[src/hwns_pkg.sv]
// ----------------------------------------------------------------------------
// hwns_pkg
// shared constants, register map and stage control type of the hit window
// nearest search unit
// ----------------------------------------------------------------------------
package hwns_pkg;

  // default geometry
  localparam int unsigned COORD_BITS_DEF = 24;
  localparam int unsigned ID_BITS_DEF    = 16;

  // window half width in units of the projected error
  localparam int unsigned WINDOW_SIGMAS = 5;

  // register port
  localparam int unsigned NUM_REGS      = 6;
  localparam int unsigned APB_DATA_BITS = 32;
  localparam int unsigned APB_ADDR_BITS = $clog2(4 * NUM_REGS);
  localparam int unsigned REG_IDX_BITS  = APB_ADDR_BITS - 2;

  typedef enum logic [REG_IDX_BITS-1:0] {
    REG_TRACK_X   = 3'd0,
    REG_TRACK_Y   = 3'd1,
    REG_TRACK_Z   = 3'd2,
    REG_ERROR_Y   = 3'd3,
    REG_ERROR_Z   = 3'd4,
    REG_WINDOW_EN = 3'd5
  } reg_idx_e;

  // control that travels with an item from the geometry stages to selection
  typedef struct packed {
    logic valid;
    logic cand;
    logic first;
  } stage_ctrl_t;

  // round a bit count up to whole bytes
  function automatic int unsigned byte_pad(input int unsigned bits);
    return ((bits + 7) / 8) * 8;
  endfunction

endpackage

[src/hwns_cfg_regs.sv]
// ----------------------------------------------------------------------------
// hwns_cfg_regs
// register file behind the apb port: track point, errors, window enable
// ----------------------------------------------------------------------------
module hwns_cfg_regs #(
  parameter int unsigned COORD_BITS = hwns_pkg::COORD_BITS_DEF
) (
  input  logic                                clk_i,
  input  logic                                rst_ni,
  input  logic                                psel,
  input  logic                                penable,
  input  logic                                pwrite,
  input  logic [hwns_pkg::APB_ADDR_BITS-1:0]  paddr,
  input  logic [hwns_pkg::APB_DATA_BITS-1:0]  pwdata,
  output logic [hwns_pkg::APB_DATA_BITS-1:0]  prdata,
  output logic                                pready,
  output logic signed [COORD_BITS-1:0]        track_x_o,
  output logic signed [COORD_BITS-1:0]        track_y_o,
  output logic signed [COORD_BITS-1:0]        track_z_o,
  output logic [COORD_BITS-2:0]               error_y_o,
  output logic [COORD_BITS-2:0]               error_z_o,
  output logic                                window_en_o
);
  import hwns_pkg::*;

  logic signed [COORD_BITS-1:0] track_x_q, track_y_q, track_z_q;
  logic [COORD_BITS-2:0]        error_y_q, error_z_q;
  logic                         window_en_q;
  logic                         wr_en;
  reg_idx_e                     idx;

  assign pready = 1'b1;
  assign wr_en  = psel & penable & pwrite;
  assign idx    = reg_idx_e'(paddr[APB_ADDR_BITS-1:2]);

  always_ff @(posedge clk_i or negedge rst_ni) begin
    if (!rst_ni) begin
      track_x_q   <= '0;
      track_y_q   <= '0;
      track_z_q   <= '0;
      error_y_q   <= '0;
      error_z_q   <= '0;
      window_en_q <= 1'b1;
    end else if (wr_en) begin
      case (idx)
        REG_TRACK_X:   track_x_q   <= pwdata[COORD_BITS-1:0];
        REG_TRACK_Y:   track_y_q   <= pwdata[COORD_BITS-1:0];
        REG_TRACK_Z:   track_z_q   <= pwdata[COORD_BITS-1:0];
        REG_ERROR_Y:   error_y_q   <= pwdata[COORD_BITS-2:0];
        REG_ERROR_Z:   error_z_q   <= pwdata[COORD_BITS-2:0];
        REG_WINDOW_EN: window_en_q <= pwdata[0];
        default: ;
      endcase
    end
  end

  always_comb begin
    case (idx)
      REG_TRACK_X:   prdata = APB_DATA_BITS'($unsigned(track_x_q));
      REG_TRACK_Y:   prdata = APB_DATA_BITS'($unsigned(track_y_q));
      REG_TRACK_Z:   prdata = APB_DATA_BITS'($unsigned(track_z_q));
      REG_ERROR_Y:   prdata = APB_DATA_BITS'(error_y_q);
      REG_ERROR_Z:   prdata = APB_DATA_BITS'(error_z_q);
      REG_WINDOW_EN: prdata = APB_DATA_BITS'(window_en_q);
      default:       prdata = '0;
    endcase
  end

  assign track_x_o   = track_x_q;
  assign track_y_o   = track_y_q;
  assign track_z_o   = track_z_q;
  assign error_y_o   = error_y_q;
  assign error_z_o   = error_z_q;
  assign window_en_o = window_en_q;

endmodule

[src/hwns_geom.sv]
// ----------------------------------------------------------------------------
// hwns_geom
// input register, per-axis offset magnitude with window test, then squares
// ----------------------------------------------------------------------------
module hwns_geom #(
  parameter int unsigned COORD_BITS = hwns_pkg::COORD_BITS_DEF,
  parameter int unsigned ID_BITS    = hwns_pkg::ID_BITS_DEF
) (
  input  logic                              clk_i,
  input  logic                              rst_ni,
  input  logic                              s_valid_i,
  output logic                              s_ready_o,
  input  logic signed [COORD_BITS-1:0]      hit_x_i,
  input  logic signed [COORD_BITS-1:0]      hit_y_i,
  input  logic signed [COORD_BITS-1:0]      hit_z_i,
  input  logic [ID_BITS-1:0]                hit_id_i,
  input  logic                              first_hit_i,
  input  logic signed [COORD_BITS-1:0]      track_x_i,
  input  logic signed [COORD_BITS-1:0]      track_y_i,
  input  logic signed [COORD_BITS-1:0]      track_z_i,
  input  logic [COORD_BITS-2:0]             error_y_i,
  input  logic [COORD_BITS-2:0]             error_z_i,
  input  logic                              window_en_i,
  input  logic                              ready_i,
  output hwns_pkg::stage_ctrl_t             ctrl_o,
  output logic [2*(COORD_BITS+1)-1:0]       sq_x_o,
  output logic [2*(COORD_BITS+1)-1:0]       sq_y_o,
  output logic [2*(COORD_BITS+1)-1:0]       sq_z_o,
  output logic [ID_BITS-1:0]                id_o
);
  import hwns_pkg::*;

  localparam int unsigned DB = COORD_BITS + 1;   // offset and magnitude
  localparam int unsigned LB = COORD_BITS + 2;   // window limit
  localparam int unsigned SB = 2 * DB;           // square

  // stage 1: input register
  logic                         v1_q, first1_q;
  logic signed [COORD_BITS-1:0] hx1_q, hy1_q, hz1_q;
  logic [ID_BITS-1:0]           id1_q;
  // stage 2: magnitudes and window flag
  logic                         v2_q, first2_q, cand2_q;
  logic [DB-1:0]                mx2_q, my2_q, mz2_q;
  logic [ID_BITS-1:0]           id2_q;
  // stage 3: squares
  logic                         v3_q, first3_q, cand3_q;
  logic [SB-1:0]                sqx3_q, sqy3_q, sqz3_q;
  logic [ID_BITS-1:0]           id3_q;

  logic                         rdy1, rdy2, rdy3;
  logic signed [DB-1:0]         dx, dy, dz;
  logic [DB-1:0]                mx, my, mz;
  logic [LB-1:0]                lim_y, lim_z;
  logic                         cand;

  assign rdy3      = !v3_q || ready_i;
  assign rdy2      = !v2_q || rdy3;
  assign rdy1      = !v1_q || rdy2;
  assign s_ready_o = rdy1;

  // offset is track minus hit
  always_comb begin
    dx    = DB'(track_x_i) - DB'(hx1_q);
    dy    = DB'(track_y_i) - DB'(hy1_q);
    dz    = DB'(track_z_i) - DB'(hz1_q);
    mx    = dx[DB-1] ? $unsigned(-dx) : $unsigned(dx);
    my    = dy[DB-1] ? $unsigned(-dy) : $unsigned(dy);
    mz    = dz[DB-1] ? $unsigned(-dz) : $unsigned(dz);
    lim_y = LB'(error_y_i) * LB'(WINDOW_SIGMAS);
    lim_z = LB'(error_z_i) * LB'(WINDOW_SIGMAS);
    cand  = !window_en_i || ((LB'(my) < lim_y) && (LB'(mz) < lim_z));
  end

  always_ff @(posedge clk_i or negedge rst_ni) begin
    if (!rst_ni) begin
      v1_q <= 1'b0;
      v2_q <= 1'b0;
      v3_q <= 1'b0;
    end else begin
      if (rdy1) begin
        v1_q <= s_valid_i;
      end
      if (rdy2) begin
        v2_q <= v1_q;
      end
      if (rdy3) begin
        v3_q <= v2_q;
      end
    end
  end

  always_ff @(posedge clk_i) begin
    if (rdy1 && s_valid_i) begin
      hx1_q    <= hit_x_i;
      hy1_q    <= hit_y_i;
      hz1_q    <= hit_z_i;
      id1_q    <= hit_id_i;
      first1_q <= first_hit_i;
    end
    if (rdy2 && v1_q) begin
      mx2_q    <= mx;
      my2_q    <= my;
      mz2_q    <= mz;
      cand2_q  <= cand;
      id2_q    <= id1_q;
      first2_q <= first1_q;
    end
    if (rdy3 && v2_q) begin
      sqx3_q   <= SB'(mx2_q) * SB'(mx2_q);
      sqy3_q   <= SB'(my2_q) * SB'(my2_q);
      sqz3_q   <= SB'(mz2_q) * SB'(mz2_q);
      cand3_q  <= cand2_q;
      id3_q    <= id2_q;
      first3_q <= first2_q;
    end
  end

  assign ctrl_o = '{valid: v3_q, cand: cand3_q, first: first3_q};
  assign sq_x_o = sqx3_q;
  assign sq_y_o = sqy3_q;
  assign sq_z_o = sqz3_q;
  assign id_o   = id3_q;

endmodule

[src/hwns_select.sv]
// ----------------------------------------------------------------------------
// hwns_select
// distance sum, nearest-hit compare against the running best, result register
// ----------------------------------------------------------------------------
module hwns_select #(
  parameter int unsigned COORD_BITS = hwns_pkg::COORD_BITS_DEF,
  parameter int unsigned ID_BITS    = hwns_pkg::ID_BITS_DEF
) (
  input  logic                          clk_i,
  input  logic                          rst_ni,
  input  hwns_pkg::stage_ctrl_t         ctrl_i,
  output logic                          ready_o,
  input  logic [2*(COORD_BITS+1)-1:0]   sq_x_i,
  input  logic [2*(COORD_BITS+1)-1:0]   sq_y_i,
  input  logic [2*(COORD_BITS+1)-1:0]   sq_z_i,
  input  logic [ID_BITS-1:0]            id_i,
  output logic                          m_valid_o,
  input  logic                          m_ready_i,
  output logic                          in_window_o,
  output logic                          new_nearest_o,
  output logic                          nearest_valid_o,
  output logic [ID_BITS-1:0]            nearest_id_o
);
  import hwns_pkg::*;

  localparam int unsigned SB = 2 * (COORD_BITS + 1);
  localparam int unsigned DB = SB + 2;

  // stage 4: distance sum
  logic               v4_q, cand4_q, first4_q;
  logic [DB-1:0]      sum4_q;
  logic [ID_BITS-1:0] id4_q;
  // running best
  logic [DB-1:0]      best_dist_q, best_dist_d;
  logic [ID_BITS-1:0] best_id_q, best_id_d;
  logic               best_valid_q, best_valid_d;
  // result register
  logic               ov_q, iw_q, nn_q, nv_q;
  logic [ID_BITS-1:0] nid_q;

  logic               rdy4, rdy5, adv5;
  logic               base_valid, took;

  assign rdy5    = !ov_q || m_ready_i;
  assign rdy4    = !v4_q || rdy5;
  assign ready_o = rdy4;
  assign adv5    = v4_q && rdy5;

  // a first hit clears the set before this hit competes
  always_comb begin
    base_valid   = first4_q ? 1'b0 : best_valid_q;
    took         = cand4_q && (!base_valid || (sum4_q < best_dist_q));
    best_valid_d = took || base_valid;
    best_dist_d  = took ? sum4_q : best_dist_q;
    if (took) begin
      best_id_d = id4_q;
    end else if (first4_q) begin
      best_id_d = '0;
    end else begin
      best_id_d = best_id_q;
    end
  end

  always_ff @(posedge clk_i or negedge rst_ni) begin
    if (!rst_ni) begin
      v4_q         <= 1'b0;
      ov_q         <= 1'b0;
      best_dist_q  <= '0;
      best_id_q    <= '0;
      best_valid_q <= 1'b0;
    end else begin
      if (rdy4) begin
        v4_q <= ctrl_i.valid;
      end
      if (rdy5) begin
        ov_q <= v4_q;
      end
      if (adv5) begin
        best_dist_q  <= best_dist_d;
        best_id_q    <= best_id_d;
        best_valid_q <= best_valid_d;
      end
    end
  end

  always_ff @(posedge clk_i) begin
    if (rdy4 && ctrl_i.valid) begin
      sum4_q   <= DB'(sq_x_i) + DB'(sq_y_i) + DB'(sq_z_i);
      id4_q    <= id_i;
      cand4_q  <= ctrl_i.cand;
      first4_q <= ctrl_i.first;
    end
    if (adv5) begin
      iw_q  <= cand4_q;
      nn_q  <= took;
      nv_q  <= best_valid_d;
      nid_q <= best_id_d;
    end
  end

  assign m_valid_o       = ov_q;
  assign in_window_o     = iw_q;
  assign new_nearest_o   = nn_q;
  assign nearest_valid_o = nv_q;
  assign nearest_id_o    = nid_q;

  // a hit taken as nearest must have been a candidate and leaves a valid best
  assert property (@(posedge clk_i) disable iff (!rst_ni)
    ov_q && nn_q |-> iw_q && nv_q)
    else $error("new nearest without candidate or valid best");

  // no nearest yet reads as id zero
  assert property (@(posedge clk_i) disable iff (!rst_ni)
    ov_q && !nv_q |-> nid_q == '0)
    else $error("nearest id not zero while no nearest");

  // the best is only dropped by a first hit that found no candidate
  assert property (@(posedge clk_i) disable iff (!rst_ni)
    $fell(best_valid_q) |-> $past(adv5 && first4_q && !took))
    else $error("best hit lost without a first hit");

  // the best only changes when an item passes into the result register
  assert property (@(posedge clk_i) disable iff (!rst_ni)
    !$past(adv5) |-> $stable(best_id_q) && $stable(best_valid_q))
    else $error("best hit changed without an item");

endmodule

[src/hit_window_nearest_search_unit.sv]
// ----------------------------------------------------------------------------
// hit_window_nearest_search_unit
// compares a stream of hits against one track point, flags hits inside the
// five-sigma window and keeps the nearest hit by squared 3-d distance
// ----------------------------------------------------------------------------
// path: the input register loads at the input handshake and four more registers
//   follow before the result appears on m_axis
// throughput: one item per cycle unless m_axis_tready stalls; the only loop is
//   the distance compare against the running best, which never holds items back
// stall: the ready chain through the five stage registers lets bubbles close up
// reset: async, active low; config registers go to zero with window enable set, the
//   pipeline empties and the running best is cleared
module hit_window_nearest_search_unit #(
  parameter int unsigned COORD_BITS = hwns_pkg::COORD_BITS_DEF,
  parameter int unsigned ID_BITS    = hwns_pkg::ID_BITS_DEF
) (
  input  logic                                clk_i,
  input  logic                                rst_ni,
  // register port
  input  logic                                psel,
  input  logic                                penable,
  input  logic                                pwrite,
  input  logic [hwns_pkg::APB_ADDR_BITS-1:0]  paddr,
  input  logic [hwns_pkg::APB_DATA_BITS-1:0]  pwdata,
  output logic [hwns_pkg::APB_DATA_BITS-1:0]  prdata,
  output logic                                pready,
  // hit items
  input  logic                                s_axis_tvalid,
  output logic                                s_axis_tready,
  // hit_x, hit_y, hit_z, hit_id (low bit up), zero filled to whole bytes
  input  logic [hwns_pkg::byte_pad(3*COORD_BITS+ID_BITS)-1:0] s_axis_tdata,
  // first_hit
  input  logic                                s_axis_tuser,
  // result items
  output logic                                m_axis_tvalid,
  input  logic                                m_axis_tready,
  // in_window, new_nearest, nearest_valid, nearest_id (low bit up), zero filled
  output logic [hwns_pkg::byte_pad(3+ID_BITS)-1:0] m_axis_tdata
);
  import hwns_pkg::*;

  localparam int unsigned SB       = 2 * (COORD_BITS + 1);
  localparam int unsigned OUT_BITS = byte_pad(3 + ID_BITS);

  // configuration
  logic signed [COORD_BITS-1:0] track_x, track_y, track_z;
  logic [COORD_BITS-2:0]        error_y, error_z;
  logic                         window_en;

  // geometry to selection
  stage_ctrl_t                  geo_ctrl;
  logic                         sel_ready;
  logic [SB-1:0]                sq_x, sq_y, sq_z;
  logic [ID_BITS-1:0]           geo_id;

  // results
  logic                         in_window, new_nearest, nearest_valid;
  logic [ID_BITS-1:0]           nearest_id;

  hwns_cfg_regs #(
    .COORD_BITS (COORD_BITS)
  ) u_cfg (
    .clk_i       (clk_i),
    .rst_ni      (rst_ni),
    .psel        (psel),
    .penable     (penable),
    .pwrite      (pwrite),
    .paddr       (paddr),
    .pwdata      (pwdata),
    .prdata      (prdata),
    .pready      (pready),
    .track_x_o   (track_x),
    .track_y_o   (track_y),
    .track_z_o   (track_z),
    .error_y_o   (error_y),
    .error_z_o   (error_z),
    .window_en_o (window_en)
  );

  // stages 1-3: input register, offsets with window test, squares
  hwns_geom #(
    .COORD_BITS (COORD_BITS),
    .ID_BITS    (ID_BITS)
  ) u_geom (
    .clk_i       (clk_i),
    .rst_ni      (rst_ni),
    .s_valid_i   (s_axis_tvalid),
    .s_ready_o   (s_axis_tready),
    .hit_x_i     (s_axis_tdata[COORD_BITS-1:0]),
    .hit_y_i     (s_axis_tdata[2*COORD_BITS-1:COORD_BITS]),
    .hit_z_i     (s_axis_tdata[3*COORD_BITS-1:2*COORD_BITS]),
    .hit_id_i    (s_axis_tdata[3*COORD_BITS+ID_BITS-1:3*COORD_BITS]),
    .first_hit_i (s_axis_tuser),
    .track_x_i   (track_x),
    .track_y_i   (track_y),
    .track_z_i   (track_z),
    .error_y_i   (error_y),
    .error_z_i   (error_z),
    .window_en_i (window_en),
    .ready_i     (sel_ready),
    .ctrl_o      (geo_ctrl),
    .sq_x_o      (sq_x),
    .sq_y_o      (sq_y),
    .sq_z_o      (sq_z),
    .id_o        (geo_id)
  );

  // stages 4-5: distance sum, nearest compare, result register
  hwns_select #(
    .COORD_BITS (COORD_BITS),
    .ID_BITS    (ID_BITS)
  ) u_select (
    .clk_i           (clk_i),
    .rst_ni          (rst_ni),
    .ctrl_i          (geo_ctrl),
    .ready_o         (sel_ready),
    .sq_x_i          (sq_x),
    .sq_y_i          (sq_y),
    .sq_z_i          (sq_z),
    .id_i            (geo_id),
    .m_valid_o       (m_axis_tvalid),
    .m_ready_i       (m_axis_tready),
    .in_window_o     (in_window),
    .new_nearest_o   (new_nearest),
    .nearest_valid_o (nearest_valid),
    .nearest_id_o    (nearest_id)
  );

  // pack the result item, first field in the low bits
  assign m_axis_tdata = OUT_BITS'({nearest_id, nearest_valid, new_nearest, in_window});

endmodule
[config.mk]
export PLATFORM = sky130hd
export DESIGN_NAME = hit_window_nearest_search_unit
export DESIGN_NICKNAME = d
export VERILOG_FILES = /design/src/hwns_pkg.sv /design/src/hwns_cfg_regs.sv /design/src/hwns_geom.sv /design/src/hwns_select.sv /design/src/hit_window_nearest_search_unit.sv
export SDC_FILE = /design/constraint.sdc
export NUM_CORES = 2
export LEC_CHECK = 0
export ABC_AREA = 1
export BUFFER_PORTS_ARGS = -buffer_cell sky130_fd_sc_hd__buf_2
export CORE_MARGIN = 10
export CORE_UTILIZATION = 43
export CTS_BUF_LIST = sky130_fd_sc_hd__clkbuf_8
export CTS_CLUSTER_DIAMETER = 120
export DETAILED_ROUTE_END_ITERATION = 7
export GPL_ROUTABILITY_DRIVEN = 1
export SLEW_MARGIN = 10
export SYNTH_ARGS = -nofsm -noshare
export SYNTH_HDL_FRONTEND = slang
export SYNTH_HIERARCHICAL = 1
export SYNTH_SLANG_ARGS = --single-unit
[constraint.sdc]
create_clock -name clk_i -period 8.6 [get_ports clk_i]
set_input_delay 0.86 -clock clk_i [delete_from_list [all_inputs] [get_ports clk_i]]
set_output_delay 0.86 -clock clk_i [all_outputs]
set_load 0.05 [all_outputs]
==> out/results.tsv <==
metric	value	unit
fin_crit	7.600	ns
die_y	491.6	um
seq_area_frac_synth	18.74	%
synth-xor-area-share	2.840	%
path_max_fanout	14	
layout_common_cells	inv_1, nand2_1, fa_1	
vias_per_cell	4.898	
grt_pass1_vias	77230	
startpoint	u_geom/mz2_q[1]$_DFFE_PP_	
fillers	21810	
synth-compound-area-share	5.848	%
synth_edf_count	436	
crit_chain	buf_4 -> nand2_1 -> fa_1 -> inv_1 -> fa_1 -> inv_1 -> fa_1 -> fa_1 -> inv_1 -> fa_1 -> fa_1 -> inv_1 -> fa_1 -> inv_1 -> ha_1 -> a21oi_1 -> o21ai_0 -> a21oi_1 -> nor3b_1 -> o21ai_0 -> nand2_1 -> nand2_1 -> nand2_1 -> nand2_1	
syn_area_per_cell	8.199	um^2
tns	0	ns
clk_path_buf_depth	3	
core_area	0.2217	mm^2
endpoint_kind	flip-flop	
cts_sinks	629	
route.vias.total	72570	
die_area	0.2417	mm^2
async_reset_ff_share	30.68	%
min_path_type	input pin to flip-flop	
min_from	s_axis_tdata[81]	
drive_gt1_share	4.798	%
fmax	131.6	MHz
ant_nets	0	
muxShareOfSynthArea	0	%
grt-ovfl-total	0	
grt_pass1_wl	416900	um
cts-htree-levels	3	
cpMaxStageDelayCell	edfxtp_1	
cp_slowest_stage_delay	0.88	ns
clk_pin_slew	0.06	ns
synth_top_family_by_area	adder cells	
num_rows	173	
status	finished, violations left	
start_util	43.15	%
numPortBuffers	167	
min_period_over_period	88.37	%
drt_iter0_drc	4433	
cp.arrival	8.24	ns
grt_max_degree	160	
place.gp.congestion	0.9427	
die_w	491.6	um
violations	DRC	
drv_cap	0	
hold_violations	0	
cts_resized	0	
dp_hpwl	222000	um
drtPass1Iterations	8	
cts_tree	yes	
synthToLayoutAreaGrowth	6.531	%
finalHoldWorstSlack	0.1374	ns
crit_type	flip-flop to flip-flop	
synth-simple-area-share	16.20	%
synth-main-ff-cell	edfxtp_1	
drc	1	
fin_nets	14210	
max_slew.worst_pin.slew	1.228	ns
synthAdderAreaFrac	41.88	%
synth_cell_types	55	
cpMostUsedCell	fa_1	
clkLatencyLatePin	0.89	ns
setup_violations	0	
synthCells	11660	
worst-endpoint-required	9.24	ns
ios	192	
worstSetupStartpointType	flip-flop	
ys_seq_elements	629	
synth_warnings	6	
root_buffer	clkbuf_8	
relSlewSlack	18.16	%
fin_skew	0.05237	ns
wl_per_cell	17.44	um
final_common_cell	inv_1	
rsz0062_at_grt	false	
report.final.slew_viol_count	0	
synth_area	0.09563	mm^2
grt.total_usage	21.45	%
antenna_found_initial	6	
numCtsBuffers	108	
r2r_start	u_geom/mz2_q[1]$_DFFE_PP_	
routed_wl	258400	um
==> cells by family after synthesis <==
logic type / after synthesis
simple gates: 3801
buf+inv: 3605
fa+ha+maj: 2328
compound gates: 989
flops: 629
xor+xnor: 308
other cells: 4
==> final timing paths <==
| check | end | slack [ns] | depth (start not counted) |
|---|---|---|---|
| worst max-delay path | u_geom/sq_z_o[38]$_DFFE_PP_ | 1.0 | 24 |
| worst min-delay path | u_geom/id1_q[9]$_DFFE_PP_ | 0.14 | 1 |
| worst max register to register | u_geom/sq_z_o[38]$_DFFE_PP_ | 1.0 | 24 |
| worst min register to register | u_geom/first2_q$_DFFE_PP_ | 0.41 | 0 |
| max in group asynchronous | u_select/best_dist_q[13]$_DFFE_PN0P_ | 6.54 | 3 |
| min in group asynchronous | u_cfg/track_y_o[17]$_DFFE_PN0P_ | 0.55 | 2 |
==> per-stage QoR <==
stage	instances	setup slack [ns]	area (um^2)	utilization [%]
floorplan	11680	2.085	95690	-
global placement	14610	1.133	99600	44.94
detailed placement	14610	1.112	99600	44.94
CTS	14810	1.101	101900	45.96
global route	14820	0.7694	101900	45.96
finish	14820	0.9999	101900	45.96
==> cell usage after synthesis (29+ instances only) <==
cell      instances  area [um^2]
dfrtp_1         192         4805
a21o_1           47        352.8
fa_1           1455        29130
edfxtp_1        436        13090
nand2_2          72        450.4
buf_4            29        217.7
nor3_1           63        315.3
inv_1          3293        12360
ha_1            873        10920
nand3_1         362         1812
o21bai_1         42        315.3
nor2_1          601         2256
o21ai_1          32        160.2
nand4_1          91        569.3
nand2_1        2531         9500
o21ai_0         311         1556
a21oi_1         395         1977
o21ai_2          49        429.2
a31oi_1          48        300.3
xnor2_1         105        919.6
clkbuf_1        235        882.1
xor2_1          202         1769
==> layer usage <==
| metal | vias to the layer above | global-route usage, % | wire, um |
|---|---|---|---|
| li1 | 34910 | - | - |
| met1 | 35400 | 27.95 | 111200 |
| met2 | 1835 | 36.38 | 123200 |
| met3 | 423 | 2.636 | 12370 |
| met4 | 2 | 8.387 | 11700 |
| met5 | - | 0 | 8 |
==> area by class of cell <==
cell class	count	area [um^2]	share of cell area (%)
flip-flops and latches	629	17920	17.59
inverters	3299	12390	12.16
multi-input cells	7443	63930	62.75
clock inverters	87	719.4	0.7062
clock buffers	112	1541	1.513
well taps	2975	3722	3.654
diodes	3	7.507	0.007369
repair buffers	269	1650	1.620
==> critical path: cells and delay by family (launching register included) <==
kind            cells  cell delay [ns]
fa+ha+maj           8             3.87
compound gates      4             1.02
simple gates        6             0.93
flops               1             0.88
buf+inv             6             0.64
==> timing repair <==
item	CTS	global route
hold buffers	1	0
setup buffers	0	0
endpoints found under the hold margin	60	0
==> sequential cells by signal (all words and copies together), names as in the netlist, 23 cells and up <==
signal,count
u_select/best_dist_q,52
u_select/sum4_q,52
u_geom/sq_x_o,49
u_geom/sq_y_o,49
u_geom/sq_z_o,49
u_geom/mx2_q,25
u_geom/my2_q,25
u_geom/mz2_q,25
u_cfg/track_x_o,24
u_cfg/track_y_o,24
u_cfg/track_z_o,24
u_geom/hx1_q,24
u_geom/hy1_q,24
u_geom/hz1_q,24
u_cfg/error_y_o,23
u_cfg/error_z_o,23
Power is not shown: default switching activity piles up to over one toggle a cycle in this logic, so the estimate is an artifact.
